--- config.mk ---
export PLATFORM = sky130hd
export DESIGN_NAME = gbps_ctrl_flat
export DESIGN_NICKNAME = d
export VERILOG_FILES = /design/src/rtl/gbps_pkg.sv /design/src/rtl/gbps_if.sv /design/src/rtl/gbps_ctrl.sv /design/src/flat_wrapper.sv
export SDC_FILE = /design/constraint.sdc
export NUM_CORES = 1
export LEC_CHECK = 0
export ABC_AREA = 1
export ABC_CLOCK_PERIOD_IN_PS = 9800
export BUFFER_PORTS_ARGS = -buffer_cell sky130_fd_sc_hd__buf_4
export CAP_MARGIN = 0
export CORE_MARGIN = 2
export CORE_UTILIZATION = 50
export DETAILED_ROUTE_END_ITERATION = 7
export GPL_ROUTABILITY_DRIVEN = 0
export PLACE_DENSITY = 0.8
export RECOVER_POWER = 100
export REMOVE_ABC_BUFFERS = 1
export SETUP_SLACK_MARGIN = 0.1
export SYNTH_ARGS = -nofsm -noshare
export SYNTH_HDL_FRONTEND = slang
export SYNTH_SLANG_ARGS = --single-unit
export TNS_END_PERCENT = 10
--- constraint.sdc ---
create_clock -name clk -period 9.8 [get_ports clk]
set_input_delay 0.98 -clock clk [delete_from_list [all_inputs] [get_ports clk]]
set_output_delay 0.98 -clock clk [all_outputs]
set_load 0.01 [all_outputs]
--- src/rtl/gbps_pkg.sv ---
// Shared constants and types of the glyph bit-plane pixel store.
`timescale 1ns / 1ps

package gbps_pkg;

    localparam int MAX_WIDTH_DEF  = 32;
    localparam int MAX_HEIGHT_DEF = 32;
    localparam int MAX_PLANES_DEF = 8;

    localparam int OP_W     = 2;
    localparam int POS_W    = 5;
    localparam int PIX_W    = 8;
    localparam int IDX_W    = 10;
    localparam int BYTE_W   = 8;
    localparam int STATUS_W = 2;

    localparam int BPP_W    = 4;
    localparam int DIM_W    = 6;
    localparam int COLB_W   = 4;
    localparam int PSIZE_W  = 10;
    localparam int OFFS_W   = 10;
    localparam int TOTAL_W  = 14;
    localparam int ACC_MIN_W = 13;

    localparam int CFG_IDX_W  = 2;
    localparam int CFG_DATA_W = 8;

    localparam logic [CFG_IDX_W-1:0] REG_BPP    = 2'd0;
    localparam logic [CFG_IDX_W-1:0] REG_WIDTH  = 2'd1;
    localparam logic [CFG_IDX_W-1:0] REG_HEIGHT = 2'd2;

    localparam logic [OP_W-1:0] OP_READ_PIX  = 2'd0;
    localparam logic [OP_W-1:0] OP_WRITE_PIX = 2'd1;
    localparam logic [OP_W-1:0] OP_LOAD_BYTE = 2'd2;
    localparam logic [OP_W-1:0] OP_READ_BYTE = 2'd3;

    localparam logic [STATUS_W-1:0] ST_OK      = 2'd0;
    localparam logic [STATUS_W-1:0] ST_BAD_POS = 2'd1;
    localparam logic [STATUS_W-1:0] ST_BAD_IDX = 2'd2;

    typedef struct packed {
        logic              we;
        logic              re;
        logic [BYTE_W-1:0] wdata;
    } mem_ctl_t;

endpackage

--- src/rtl/gbps_if.sv ---
// Handshake interfaces for the request, response and configuration channels.
`timescale 1ns / 1ps

interface gbps_req_if;
    import gbps_pkg::*;
    logic              valid;
    logic              ready;
    logic [OP_W-1:0]   op;
    logic [POS_W-1:0]  x_pos;
    logic [POS_W-1:0]  y_pos;
    logic [PIX_W-1:0]  pixel_value;
    logic [IDX_W-1:0]  byte_index;
    logic [BYTE_W-1:0] byte_data;
    modport source (output valid, op, x_pos, y_pos, pixel_value, byte_index, byte_data,
                    input ready);
    modport sink (input valid, op, x_pos, y_pos, pixel_value, byte_index, byte_data,
                  output ready);
endinterface

interface gbps_rsp_if;
    import gbps_pkg::*;
    logic                valid;
    logic                ready;
    logic [PIX_W-1:0]    pixel_out;
    logic [BYTE_W-1:0]   byte_out;
    logic [STATUS_W-1:0] status;
    modport source (output valid, pixel_out, byte_out, status, input ready);
    modport sink (input valid, pixel_out, byte_out, status, output ready);
endinterface

interface gbps_cfg_if;
    import gbps_pkg::*;
    logic                  valid;
    logic                  ready;
    logic [CFG_IDX_W-1:0]  index;
    logic [CFG_DATA_W-1:0] data;
    modport source (output valid, index, data, input ready);
    modport sink (input valid, index, data, output ready);
endinterface

--- src/rtl/gbps_ctrl.sv ---
// Sequencer and shared address unit that walk the planes for each pixel transaction.
`timescale 1ns / 1ps

module gbps_ctrl
    import gbps_pkg::*;
#(
    parameter int     MAX_WIDTH   = MAX_WIDTH_DEF,
    parameter int     MAX_HEIGHT  = MAX_HEIGHT_DEF,
    parameter int     MAX_PLANES  = MAX_PLANES_DEF,
    parameter longint STORE_BYTES = 1024,
    parameter int     AW          = 10
) (
    input  logic              clk,
    input  logic              rst_n,
    gbps_req_if.sink          req,
    gbps_rsp_if.source        rsp,
    gbps_cfg_if.sink          cfg,
    output mem_ctl_t          mem_ctl,
    output logic [AW-1:0]     mem_addr,
    input  logic [BYTE_W-1:0] mem_rdata
);

    localparam int ACC_W = (AW > ACC_MIN_W) ? AW : ACC_MIN_W;

    localparam logic [2:0] S_CLEAR = 3'd0;
    localparam logic [2:0] S_IDLE  = 3'd1;
    localparam logic [2:0] S_SETUP = 3'd2;
    localparam logic [2:0] S_CHECK = 3'd3;
    localparam logic [2:0] S_RD    = 3'd4;
    localparam logic [2:0] S_MOD   = 3'd5;
    localparam logic [2:0] S_BYTE  = 3'd6;
    localparam logic [2:0] S_OUT   = 3'd7;

    logic [2:0] state_reg, state_next;

    logic [BPP_W-1:0] bpp_reg;
    logic [DIM_W-1:0] width_reg;
    logic [DIM_W-1:0] height_reg;

    logic [OP_W-1:0]   op_reg;
    logic [POS_W-1:0]  x_reg;
    logic [POS_W-1:0]  y_reg;
    logic [PIX_W-1:0]  val_reg;
    logic [IDX_W-1:0]  idx_reg;
    logic [BYTE_W-1:0] data_reg;

    logic [PSIZE_W-1:0] psize_reg;
    logic [OFFS_W-1:0]  offs_reg;
    logic [ACC_W-1:0]   acc_reg;
    logic [BPP_W-1:0]   plane_reg;
    logic [AW-1:0]      clr_reg;

    logic [PIX_W-1:0]    pix_reg;
    logic [BYTE_W-1:0]   byte_reg;
    logic [STATUS_W-1:0] status_reg;

    logic                rsp_valid_reg;
    logic [PIX_W-1:0]    rsp_pix_reg;
    logic [BYTE_W-1:0]   rsp_byte_reg;
    logic [STATUS_W-1:0] rsp_status_reg;

    logic [BPP_W-1:0]   planes_c;
    logic [DIM_W-1:0]   width_c;
    logic [DIM_W-1:0]   height_c;
    logic [6:0]         height_sum;
    logic [COLB_W-1:0]  col_bytes;
    logic [TOTAL_W-1:0] total;
    logic [BYTE_W-1:0]  mask;
    logic               pos_bad;
    logic               idx_bad;
    logic               plane_done;
    logic               is_pix_op;
    logic               set_bit;

    always_comb
    begin
        if (bpp_reg == '0)
            planes_c = BPP_W'(1);
        else if (int'(bpp_reg) > MAX_PLANES)
            planes_c = BPP_W'(MAX_PLANES);
        else
            planes_c = bpp_reg;
        if (width_reg == '0)
            width_c = DIM_W'(1);
        else if (int'(width_reg) > MAX_WIDTH)
            width_c = DIM_W'(MAX_WIDTH);
        else
            width_c = width_reg;
        if (height_reg == '0)
            height_c = DIM_W'(1);
        else if (int'(height_reg) > MAX_HEIGHT)
            height_c = DIM_W'(MAX_HEIGHT);
        else
            height_c = height_reg;
    end

    assign height_sum = {1'b0, height_c} + 7'd7;
    assign col_bytes  = height_sum[6:3];
    assign total      = TOTAL_W'(psize_reg) * TOTAL_W'(planes_c);
    assign mask       = 8'h80 >> y_reg[2:0];
    assign is_pix_op  = (op_reg == OP_READ_PIX) || (op_reg == OP_WRITE_PIX);
    assign pos_bad    = ({1'b0, x_reg} >= width_c) || ({1'b0, y_reg} >= height_c);
    assign idx_bad    = ({4'b0, idx_reg} >= total) || (longint'(idx_reg) >= STORE_BYTES);
    assign plane_done = (plane_reg == planes_c) || (longint'(acc_reg) >= STORE_BYTES);
    assign set_bit    = (int'(plane_reg) < 8) && val_reg[plane_reg[2:0]];

    always_comb
    begin
        state_next = state_reg;
        unique case (state_reg)
            S_CLEAR:
            begin
                if (longint'(clr_reg) == STORE_BYTES - 1)
                    state_next = S_IDLE;
            end
            S_IDLE:
            begin
                if (req.valid)
                    state_next = S_SETUP;
            end
            S_SETUP:
            begin
                state_next = S_CHECK;
            end
            S_CHECK:
            begin
                if (is_pix_op)
                    state_next = pos_bad ? S_OUT : S_RD;
                else if (idx_bad || (op_reg == OP_LOAD_BYTE))
                    state_next = S_OUT;
                else
                    state_next = S_BYTE;
            end
            S_RD:
            begin
                state_next = plane_done ? S_OUT : S_MOD;
            end
            S_MOD:
            begin
                state_next = S_RD;
            end
            S_BYTE:
            begin
                state_next = S_OUT;
            end
            S_OUT:
            begin
                if (!rsp_valid_reg || rsp.ready)
                    state_next = S_IDLE;
            end
            default:
            begin
                state_next = S_IDLE;
            end
        endcase
    end

    always_comb
    begin
        mem_ctl  = '0;
        mem_addr = acc_reg[AW-1:0];
        unique case (state_reg)
            S_CLEAR:
            begin
                mem_ctl.we = 1'b1;
                mem_addr   = clr_reg;
            end
            S_CHECK:
            begin
                mem_addr      = AW'(idx_reg);
                mem_ctl.wdata = data_reg;
                if (!is_pix_op && !idx_bad)
                begin
                    mem_ctl.we = (op_reg == OP_LOAD_BYTE);
                    mem_ctl.re = (op_reg == OP_READ_BYTE);
                end
            end
            S_RD:
            begin
                mem_ctl.re = !plane_done;
            end
            S_MOD:
            begin
                mem_ctl.we    = (op_reg == OP_WRITE_PIX);
                mem_ctl.wdata = (mem_rdata & ~mask) | (set_bit ? mask : 8'h00);
            end
            default:
            begin
                mem_ctl = '0;
            end
        endcase
    end

    always_ff @(posedge clk or negedge rst_n)
    begin
        if (!rst_n)
        begin
            state_reg     <= S_CLEAR;
            clr_reg       <= '0;
            bpp_reg       <= BPP_W'(1);
            width_reg     <= DIM_W'(8);
            height_reg    <= DIM_W'(8);
            rsp_valid_reg <= 1'b0;
        end
        else
        begin
            state_reg <= state_next;
            if (state_reg == S_CLEAR)
                clr_reg <= clr_reg + AW'(1);
            if (cfg.valid)
            begin
                unique case (cfg.index)
                    REG_BPP:    bpp_reg    <= cfg.data[BPP_W-1:0];
                    REG_WIDTH:  width_reg  <= cfg.data[DIM_W-1:0];
                    REG_HEIGHT: height_reg <= cfg.data[DIM_W-1:0];
                    default:    bpp_reg    <= bpp_reg;
                endcase
            end
            if ((state_reg == S_OUT) && (!rsp_valid_reg || rsp.ready))
                rsp_valid_reg <= 1'b1;
            else if (rsp.ready)
                rsp_valid_reg <= 1'b0;
        end
    end

    always_ff @(posedge clk)
    begin
        unique case (state_reg)
            S_IDLE:
            begin
                op_reg     <= req.op;
                x_reg      <= req.x_pos;
                y_reg      <= req.y_pos;
                val_reg    <= req.pixel_value;
                idx_reg    <= req.byte_index;
                data_reg   <= req.byte_data;
                pix_reg    <= '0;
                byte_reg   <= '0;
                status_reg <= ST_OK;
            end
            S_SETUP:
            begin
                psize_reg <= PSIZE_W'(col_bytes) * PSIZE_W'(width_c);
                offs_reg  <= OFFS_W'(x_reg) * OFFS_W'(col_bytes)
                             + OFFS_W'(y_reg[POS_W-1:3]);
            end
            S_CHECK:
            begin
                acc_reg   <= ACC_W'(offs_reg);
                plane_reg <= '0;
                if (is_pix_op && pos_bad)
                    status_reg <= ST_BAD_POS;
                else if (!is_pix_op && idx_bad)
                    status_reg <= ST_BAD_IDX;
            end
            S_MOD:
            begin
                if ((op_reg == OP_READ_PIX) && (int'(plane_reg) < 8) && ((mem_rdata & mask) != '0))
                    pix_reg[plane_reg[2:0]] <= 1'b1;
                acc_reg   <= acc_reg + ACC_W'(psize_reg);
                plane_reg <= plane_reg + BPP_W'(1);
            end
            S_BYTE:
            begin
                byte_reg <= mem_rdata;
            end
            S_OUT:
            begin
                if (!rsp_valid_reg || rsp.ready)
                begin
                    rsp_pix_reg    <= pix_reg;
                    rsp_byte_reg   <= byte_reg;
                    rsp_status_reg <= status_reg;
                end
            end
            default:
            begin
                acc_reg <= acc_reg;
            end
        endcase
    end

    assign req.ready     = (state_reg == S_IDLE);
    assign cfg.ready     = 1'b1;
    assign rsp.valid     = rsp_valid_reg;
    assign rsp.pixel_out = rsp_pix_reg;
    assign rsp.byte_out  = rsp_byte_reg;
    assign rsp.status    = rsp_status_reg;

endmodule

--- src/flat_wrapper.sv ---
// flat-port wrapper written by rule: the top's interface ports become plain ports
module gbps_ctrl_flat import gbps_pkg::*;
#(
    parameter int     MAX_WIDTH   = MAX_WIDTH_DEF,
    parameter int     MAX_HEIGHT  = MAX_HEIGHT_DEF,
    parameter int     MAX_PLANES  = MAX_PLANES_DEF,
    parameter longint STORE_BYTES = 1024,
    parameter int     AW          = 10
)
  (clk, rst_n, mem_ctl, mem_addr, mem_rdata, req_valid, req_op, req_x_pos, req_y_pos, req_pixel_value, req_byte_index, req_byte_data, req_ready, rsp_valid, rsp_pixel_out, rsp_byte_out, rsp_status, rsp_ready, cfg_valid, cfg_index, cfg_data, cfg_ready);
  gbps_req_if req_i ();
  gbps_rsp_if rsp_i ();
  gbps_cfg_if cfg_i ();
  input  logic clk;
  input  logic rst_n;
  output mem_ctl_t mem_ctl;
  output logic [AW-1:0] mem_addr;
  input  logic [BYTE_W-1:0] mem_rdata;
  input wire logic [$bits(req_i.valid)-1:0] req_valid;
  input wire logic [$bits(req_i.op)-1:0] req_op;
  input wire logic [$bits(req_i.x_pos)-1:0] req_x_pos;
  input wire logic [$bits(req_i.y_pos)-1:0] req_y_pos;
  input wire logic [$bits(req_i.pixel_value)-1:0] req_pixel_value;
  input wire logic [$bits(req_i.byte_index)-1:0] req_byte_index;
  input wire logic [$bits(req_i.byte_data)-1:0] req_byte_data;
  output wire logic [$bits(req_i.ready)-1:0] req_ready;
  output wire logic [$bits(rsp_i.valid)-1:0] rsp_valid;
  output wire logic [$bits(rsp_i.pixel_out)-1:0] rsp_pixel_out;
  output wire logic [$bits(rsp_i.byte_out)-1:0] rsp_byte_out;
  output wire logic [$bits(rsp_i.status)-1:0] rsp_status;
  input wire logic [$bits(rsp_i.ready)-1:0] rsp_ready;
  input wire logic [$bits(cfg_i.valid)-1:0] cfg_valid;
  input wire logic [$bits(cfg_i.index)-1:0] cfg_index;
  input wire logic [$bits(cfg_i.data)-1:0] cfg_data;
  output wire logic [$bits(cfg_i.ready)-1:0] cfg_ready;
  assign req_i.valid = req_valid;
  assign req_i.op = req_op;
  assign req_i.x_pos = req_x_pos;
  assign req_i.y_pos = req_y_pos;
  assign req_i.pixel_value = req_pixel_value;
  assign req_i.byte_index = req_byte_index;
  assign req_i.byte_data = req_byte_data;
  assign req_ready = req_i.ready;
  assign rsp_valid = rsp_i.valid;
  assign rsp_pixel_out = rsp_i.pixel_out;
  assign rsp_byte_out = rsp_i.byte_out;
  assign rsp_status = rsp_i.status;
  assign rsp_i.ready = rsp_ready;
  assign cfg_i.valid = cfg_valid;
  assign cfg_i.index = cfg_index;
  assign cfg_i.data = cfg_data;
  assign cfg_ready = cfg_i.ready;
  gbps_ctrl #(.MAX_WIDTH(MAX_WIDTH), .MAX_HEIGHT(MAX_HEIGHT), .MAX_PLANES(MAX_PLANES), .STORE_BYTES(STORE_BYTES), .AW(AW)) u_core (.clk(clk), .rst_n(rst_n), .req(req_i), .rsp(rsp_i), .cfg(cfg_i), .mem_ctl(mem_ctl), .mem_addr(mem_addr), .mem_rdata(mem_rdata));
endmodule
==> results of run 1 <==
## layout by cell type (no fill, tap or decap), types with 2 or more instances in the layout
| cell type | instances |
|---|---|
| o221ai_1 | 2 |
| inv_1 | 181 |
| ha_1 | 79 |
| a21o_1 | 3 |
| conb_1 | 12 |
| o211ai_1 | 8 |
| clkinv_4 | 4 |
| edfxtp_1 | 111 |
| clkbuf_1 | 43 |
| clkinv_2 | 2 |
| o21ai_0 | 52 |
| o2111ai_1 | 5 |
| nor2_1 | 110 |
| o21bai_1 | 2 |
| xor2_1 | 26 |
| nand2_1 | 231 |
| o21ai_2 | 3 |
| fa_1 | 31 |
| o21a_1 | 4 |
| clkbuf_8 | 3 |
| dfrtp_1 | 27 |
| nor3_1 | 17 |
| buf_4 | 21 |
| nand4_1 | 13 |
| a21oi_1 | 42 |
| a31oi_1 | 3 |
| clkbuf_4 | 40 |
| nand3b_1 | 2 |
| bufinv_16 | 3 |
| dfstp_2 | 3 |
| clkbuf_16 | 17 |
| a22oi_1 | 2 |
| xnor2_1 | 11 |
| nand2_2 | 5 |
| inv_2 | 4 |
| nand3_1 | 46 |
## area by class of cell
type                            instances  area (µm²)
Tap cell                              234         293
Clock buffer                           23         478
Timing Repair Buffer                  101         608
Sequential cell                       141        4090
Fill cell                            1564        7680
Clock inverter                          9         135
Multi-Input combinational cell        724        4540
Inverter                              185         694
## worst max-delay path, stage by stage (launching register included)
cell	delay, ns
dfrtp_1	0.80
nor2_1	0.26
inv_1	0.36
nor2_1	0.11
fa_1	0.51
inv_1	0.05
fa_1	0.52
inv_1	0.04
ha_1	0.37
a21oi_1	0.23
nand2_1	0.15
a21oi_1	0.19
xor2_1	0.20
ha_1	0.27
nand2_1	0.09
nor2_1	0.05
a211oi_1	0.19
a21oi_1	0.10
nand3_1	0.15
nand2_1	0.09
o211ai_1	0.24
clkbuf_1	0.18
## stage by stage
stage,utilization [%],setup slack (ns),std cells,cell area [µm²],hold WS [ns]
final,58.5,3.23,1417,10800,0.418
after floorplan,-,4.83,1050,9360,0.400
after detailed placement,56.3,3.95,1385,10400,0.405
after CTS,59.6,3.49,1417,11000,0.419
after global placement,56.3,4.02,1385,10400,0.401
after global routing,58.5,2.85,1417,10800,0.428
## how the worst max path moves through the flow
stage                      end  slack [ns]  cells past startpoint
floorplan           mem_ctl[9]        4.83                     20
global placement    mem_ctl[9]        4.02                     21
detailed placement  mem_ctl[9]        3.95                     21
CTS                 mem_ctl[9]        3.49                     21
global route        mem_ctl[9]        2.85                     21
finish              mem_ctl[9]        3.23                     21
## per-layer routing
layer,routed length (µm),GRT usage [%],vias up
met4,581,8.47,0
met5,0,0,-
li1,-,-,3674
met1,8850,27.6,3544
met3,1370,4.35,50
met2,10300,36.5,258
## cell families (layout without fill, tap and decap cells)
| kind of cell | count (synthesis) | count (layout) | synth area share, % |
|---|---|---|---|
| AOI/OAI and AO/OA | 134 | 134 | 8.47 |
| adders and majority gates | 110 | 110 | 17.2 |
| other | 2 | 12 | 0.0802 |
| DFF | 141 | 141 | 43.6 |
| buffers and inverters | 195 | 318 | 7.85 |
| xor gates and xnor gates | 37 | 37 | 3.46 |
| and+or+nand+nor | 431 | 431 | 19.3 |
## where the power goes
group	leakage, nW	total (mW)	internal, mW	switching [mW]
registers	1.42	1.06	0.924	0.135
logic	3.47	1.44	0.504	0.939
clock network	0.301	0.667	0.421	0.245
==> results.cfg, run 1 <==
[die]
die-area_um2 = 19800
rows = 50
io_pins = 102
core_area_um2 = 18500
die_x_um = 141
initial_core_util_pct = 50.6
fp.dieH_um = 141

[critical_path]
reg2reg_to = u_core.status_reg[1]
cp.arrival_ns = 5.59
cp.required_ns = 8.82
criticalPathCategory = reg2out
cp-startpoint = u_core.bpp_reg[3]
start_kind = flip-flop
r2r_start = u_core.bpp_reg[3]
ff2ff_setup_slack_ns = 4.66
worst_r2r_path_depth = 21
cp-end-kind = output pin
cp_max_fo = 15

[routing]
finalWirelength_mm = 21.1
num_vias = 7526
drtPass1Iterations = 5
drc_errors = 0
drt-initial-drc-count = 559
wl_per_cell_um = 14.9
drtAntennaViolNets = 0
vias_per_cell = 5.31

[status]
failed_checks = max-capacitance violations, max-slew violations
status = complete, but fails checks

[placement]
io_buffers = 98
detailed_place_hpwl_mm = 15.7

[clock_tree]
h-tree-depth = 4
cts_tree = yes
path_clk_slew_ns = 0.06
cts_max_path_buffers = 2
post_cts_resized = 0
cts_hold_buf = 0
numCtsBuffers = 17
clk_latency_ns = 0.43
cts_setup_buffers = 0
clock-root-buffer = clkbuf_16
cts.sinks = 141

[logic_synthesis]
syn_area_um2 = 9370
synth_seq_cells = 141
yosys-top-cells-area = edfxtp_1 36%, ha_1 11%, nand2_1 9.2%
yosysUniqueCellTypes = 47
seq_area_frac_synth_pct = 43.6
yosysTopAreaCell = edfxtp_1
synth_top_area_share_pct = 35.6
synth_edf_count = 111
synth-async-reset-ratio_pct = 21.3
yosysMostFrequentCell = nand2_1
ys.warnings.count = 0
synth_cells = 1050
syn_area_per_cell_um2 = 8.92
ys_top_cells_by_count = 230 x nand2_1, 176 x inv_1, 111 x edfxtp_1
synth-main-ff-cell = edfxtp_1

[worst_hold_path]
holdCritStartpoint = u_core.byte_reg[6]
holdPathEnd = u_core.rsp.byte_out[6]
whs_path_depth = 0
min_path_type = reg2reg

[sta]
relSlewSlack_pct = -20.3
period_share_pct = 67.1
hold_violations = 0
rsz0062_at_grt = no
slew_violations = 59
max_freq_ghz = 0.152
worst_pin_slew_ns = 1.80
setup_viol = 0
fin_worst_skew_ns = 0.00898
period_minus_slack_ns = 6.57
fin_setup_tns_ns = 0

[finish]
fin_nets = 1341
syn_to_final_growth_pct = 15.7
drive_gt1_share_pct = 9.30
largest_reg_flops = 13
diodes = 0

[grt]
grt_pass1_wl_mm = 34.2
track_usage_pct = 21.6
antenna_found_initial = 0
grt_max_degree = 36
grt_pass1_vias = 7289
grt_overflow = 0

[pwr]
power_density_nw_per_um2 = 292
ir_worst_vdd_mv = 0.170
leakage_nw = 5.19
finalPower_mw = 3.17

[run]
maxCapViolCount = 2
No activity file was read; power rests on OpenSTA's default activity.
==> inputs of run 2 (changes only) <==
--- a/config.mk
+++ b/config.mk
@@ -6,7 +6,7 @@
 export NUM_CORES = 1
 export LEC_CHECK = 0
 export ABC_AREA = 1
-export ABC_CLOCK_PERIOD_IN_PS = 9800
+export ABC_CLOCK_PERIOD_IN_PS = 6850
 export BUFFER_PORTS_ARGS = -buffer_cell sky130_fd_sc_hd__buf_4
 export CAP_MARGIN = 0
 export CORE_MARGIN = 2
==> constraint.sdc (replaced) <==
create_clock -name clk -period 6.85 [get_ports clk]
set_input_delay 0.685 -clock clk [delete_from_list [all_inputs] [get_ports clk]]
set_output_delay 0.685 -clock clk [all_outputs]
set_load 0.01 [all_outputs]
==> run 2 against run 1 <==
  * The run still ends with max-capacitance violations, max-slew violations left
  * Combinational power rose by 42%
  * Total power increased by 42%
  * Routed wire length is 2.1% lower
  * Clock-buffer cell count down 2
  * Highest routed layer unchanged
==> results.cfg, run 2 (synthesis results as in run 1) <==
[status]
status = complete, but fails checks
failed_checks = max-capacitance violations, max-slew violations

[placement]
detailed_place_hpwl_mm = 16.2
dpl_cell_area_um2 = 10400
pre_cts_ws_ns = 1.41
io_buffers = 98

[clock_tree]
h-tree-depth = 4
cts_hold_buf = 0
cts.sinks = 141
post_cts_resized = 0
cts_max_path_buffers = 2
path_clk_slew_ns = 0.06
numCtsBuffers = 17
cts_setup_buffers = 0
clk_latency_ns = 0.43
cts_tree = yes
clock-root-buffer = clkbuf_16

[sta]
fin_setup_tns_ns = 0
rsz0062_at_grt = no
relSlewSlack_pct = -20.1
layout_setup_ws_ns = 0.742
period_minus_slack_ns = 6.11
period_share_pct = 89.2
worst_pin_slew_ns = 1.80
holdWs_ns = 0.419
fin_worst_skew_ns = 0.0158
max_freq_ghz = 0.164
setup_viol = 0
hold_violations = 0
slew_violations = 61

[critical_path]
cp_max_fo = 15
worst-path-buf-inv = 3
slowest_stage = dfrtp_1
cp_top_family = adder cells
cp.arrival_ns = 5.42
cp-end-kind = output pin
cp.required_ns = 6.16
max_stage_delay_ns = 0.77
start_kind = flip-flop
crit_chain = o21ai_2 > nand2_1 > nor2_1 > fa_1 > inv_1 > fa_1 > inv_1 > ha_1 > a21oi_1 > nand2_1 > a21oi_1 > xor2_1 > ha_1 > nand2_1 > nor2_1 > a211oi_1 > a21oi_1 > nand3_1 > nand3_1 > o22ai_1 > clkbuf_1
criticalPathCategory = reg2out

[grt]
track_usage_pct = 21.6
grt_pass1_wl_mm = 33.9
antenna_found_initial = 0
grt_overflow = 0
grt_pass1_vias = 7400
grt_max_degree = 36

[die]
rows = 50
core_area_um2 = 18500
die-area_um2 = 19800
initial_core_util_pct = 50.6
fp.dieH_um = 141
die_x_um = 141
io_pins = 102

[finish]
drive_gt1_share_pct = 9.30
final_core_util_pct = 58.5
diodes = 0
nFillCells = 1547
syn_to_final_growth_pct = 15.6
layout_common_cells = 231 x nand2_1, 180 x inv_1, 111 x edfxtp_1, 110 x nor2_1, 79 x ha_1
stdcell_area_um2 = 10800
fin_nets = 1341
final_common_cell = nand2_1
largest_reg_flops = 13

[worst_hold_path]
min_path_type = reg2reg

[routing]
wl_per_cell_um = 14.6
finalWirelength_mm = 20.6
drt-initial-drc-count = 612
vias_per_cell = 5.25
drc_errors = 0
drtAntennaViolNets = 0
drtPass1Iterations = 8
num_vias = 7443

[run]
maxCapViolCount = 2

[pwr]
power_density_nw_per_um2 = 415
leakage_nw = 5.18
ir_worst_vdd_mv = 0.265
## run 2: cell types whose count changed in the layout (fill, tap and decap cells not counted), sizes merged
cell	before	now
clkbuf	103	101
clkinv	6	5
clkinvlp	0	2
inv	185	186
## run 2: worst register-to-register path, delay by kind of cell (launching register included)
| family | cells | cell delay, ns |
|---|---|---|
| adders and majority gates | 4 | 1.68 |
| and+or+nand+nor | 9 | 1.30 |
| DFF | 1 | 0.77 |
| AOI/OAI and AO/OA | 5 | 0.76 |
| xor gates and xnor gates | 1 | 0.11 |
| buffers and inverters | 2 | 0.09 |
## run 2: area by class of cell
type	count	area (µm²)	area share [%]
Timing Repair Buffer	101	608	5.62
Tap cell	234	293	2.70
Clock buffer	21	460	4.25
Sequential cell	141	4090	37.8
Clock inverter	11	141	1.31
Multi-Input combinational cell	724	4540	41.9
Inverter	185	694	6.41
## run 2: final timing paths
kind / from / end / slack [ns] / cells after the start
worst max register to register: u_core.bpp_reg[3] / u_core.status_reg[1] / 1.83 / 21
max in group asynchronous: rst_n / u_core.clr_reg[3] / 5.07 / 1
worst max-delay path: u_core.bpp_reg[3] / mem_ctl[8] / 0.74 / 21
worst min register to register: u_core.byte_reg[7] / u_core.rsp.byte_out[7] / 0.42 / 0
worst min-delay path: u_core.byte_reg[7] / u_core.rsp.byte_out[7] / 0.42 / 0
min in group asynchronous: rst_n / u_core.clr_reg[9] / 0.74 / 1
## run 2: where the power goes
part           total (mW)  switching (mW)  internal, mW
clock               0.935           0.346         0.589
sequential           1.51           0.189          1.32
combinational        2.04            1.32         0.723
total                4.49            1.85          2.63
## run 2: layer usage
metal / global-route usage [%] / vias up / wire, µm
li1: - / 3684 / -
met1: 25.7 / 3511 / 8790
met2: 37.7 / 203 / 10200
met3: 5.47 / 45 / 1020
met4: 8.26 / 0 / 583
met5: 0 / - / 0
## run 2: through the flow
stage | power, mW | std cells
2_1_floorplan | 2.98 | 1050
3_3_place_gp | 3.54 | 1385
3_5_place_dp | 3.63 | 1385
4_1_cts | 4.59 | 1417
5_1_grt | 4.87 | 1417
6_report | 4.49 | 1417
==> inputs of run 3 (changes only) <==
--- a/config.mk
+++ b/config.mk
@@ -7,7 +7,7 @@
 export LEC_CHECK = 0
 export ABC_AREA = 1
 export ABC_CLOCK_PERIOD_IN_PS = 6850
-export BUFFER_PORTS_ARGS = -buffer_cell sky130_fd_sc_hd__buf_4
+export BUFFER_PORTS_ARGS = -buffer_cell sky130_fd_sc_hd__buf_2
 export CAP_MARGIN = 0
 export CORE_MARGIN = 2
 export CORE_UTILIZATION = 50
==> run 3 against run 2 <==
  * The run still ends with max-capacitance violations, max-slew violations left
  * Sequential share of layout area grew 0.65 points
  * Clock skew shrank 0.0032 ns
  * Final cell count is the same
==> results.cfg, run 3 (synthesis results as in run 1) <==
[status]
status = complete, but fails checks
failed_checks = max-capacitance violations, max-slew violations

[sta]
period_share_pct = 90.6
slew_violations = 61
relSlewSlack_pct = -22.7
setup_viol = 0
worst_pin_slew_ns = 1.84
fin_setup_tns_ns = 0
fin_worst_skew_ns = 0.0126
period_minus_slack_ns = 6.21
holdWs_ns = 0.414
max_freq_ghz = 0.161
hold_violations = 0
rsz0062_at_grt = no

[clock_tree]
cts.sinks = 141
cts_tree = yes
h-tree-depth = 4
clock-root-buffer = clkbuf_16
post_cts_resized = 0
cts_max_path_buffers = 2
path_clk_slew_ns = 0.06
cts_setup_buffers = 0
clk_latency_ns = 0.43
numCtsBuffers = 17
cts_hold_buf = 0

[die]
die-area_um2 = 19800
io_pins = 102
core_area_um2 = 18500
rows = 50
fp.dieH_um = 141
initial_core_util_pct = 50.6
die_x_um = 141

[critical_path]
max_stage_delay_ns = 0.78
cp-end-kind = output pin
cp_max_fo = 15
crit_chain = o21ai_0 > nand2_1 > nor2_1 > fa_1 > inv_1 > fa_1 > inv_1 > ha_1 > nand2_1 > nand2_1 > o21bai_1 > a21oi_1 > xor2_1 > ha_1 > a21oi_1 > nor2_1 > a211oi_1 > a21oi_1 > nand3_1 > nand3_1 > o22ai_1 > buf_2
start_kind = flip-flop
cp.required_ns = 6.16
criticalPathCategory = reg2out
slowest_stage = dfrtp_1
cp.arrival_ns = 5.52

[routing]
finalWirelength_mm = 20.5
num_vias = 7491
wl_per_cell_um = 14.5
drtAntennaViolNets = 0
vias_per_cell = 5.29
drt-initial-drc-count = 553
drc_errors = 0
drtPass1Iterations = 5

[finish]
diodes = 0
final_core_util_pct = 57.5
nFillCells = 1580
layout_common_cells = 232 x nand2_1, 180 x inv_1, 111 x edfxtp_1, 109 x nor2_1, 79 x ha_1
fin_nets = 1341
final_common_cell = nand2_1
largest_reg_flops = 13
syn_to_final_growth_pct = 13.6
drive_gt1_share_pct = 9.30

[pwr]
finalPower_mw = 4.45
ir_worst_vdd_mv = 0.227
leakage_nw = 5.12
power_density_nw_per_um2 = 418

[run]
maxCapViolCount = 2

[placement]
detailed_place_hpwl_mm = 15.5
io_buffers = 98

[grt]
grt_pass1_vias = 7240
grt_max_degree = 36
grt_overflow = 0
grt_pass1_wl_mm = 33.6
track_usage_pct = 21.1
antenna_found_initial = 0

[worst_hold_path]
min_path_type = reg2reg
run 3: changes by cell type in the layout (fill, tap and decap cells not counted), sizes merged:
| cell | previous run | this run |
|---|---|---|
| clkinvlp | 2 | 3 |
| bufinv | 3 | 2 |
| clkbuf | 101 | 58 |
| buf | 21 | 62 |
| inv | 186 | 188 |
run 3: metrics by stage:
step	setup WS, ns	instances	area, µm²
finish	0.644	1417	10600
global route	0.322	1417	10600
CTS	0.945	1417	10800
detailed placement	1.42	1385	10200
global placement	1.46	1385	10200
floorplan	2.18	1050	9360
run 3: layer usage:
layer,up-vias,global-route usage [%],part of all wire (%)
met5,-,0,0
met4,0,7.42,2.5
met3,55,4.31,5.9
met2,249,36.3,49
met1,3518,26.7,43
li1,3669,-,-
run 3: area by class of cell:
class                      instances  area [µm²]  share of cell area (%)
multi-input combinational        724        4540                    42.6
inverter                         185         694                    6.53
clock inverter                    13         140                    1.32
sequential                       141        4090                    38.4
clock buffer                      19         433                    4.07
tap                              234         293                    2.75
timing repair buffer             101         457                    4.29
run 3: path summary, 6_finish.rpt:
check | from | depth (start not counted) | slack (ns) | endpoint
setup / recovery | u_core.bpp_reg[3] | 22 | 0.64 | mem_ctl[8]
hold / removal | u_core.status_reg[0] | 0 | 0.41 | u_core.rsp.status[0]
setup reg to reg | u_core.bpp_reg[3] | 22 | 1.71 | u_core.status_reg[1]
hold reg to reg | u_core.status_reg[0] | 0 | 0.41 | u_core.rsp.status[0]
max in group asynchronous | rst_n | 1 | 5.02 | u_core.width_reg[4]
min in group asynchronous | rst_n | 1 | 0.74 | u_core.clr_reg[8]
run 3: power by group:
part	switching, mW	internal, mW
sequential	0.191	1.32
clock	0.365	0.537
combinational	1.33	0.705
run 3: worst max-delay path: cells and delay by family (launching register included):
family          cells  cell delay (ns)
simple gates        7             1.06
fa+ha+maj           4             1.66
xor+xnor            1             0.19
compound gates      7             1.12
buf+inv             3             0.27
flops               1             0.78
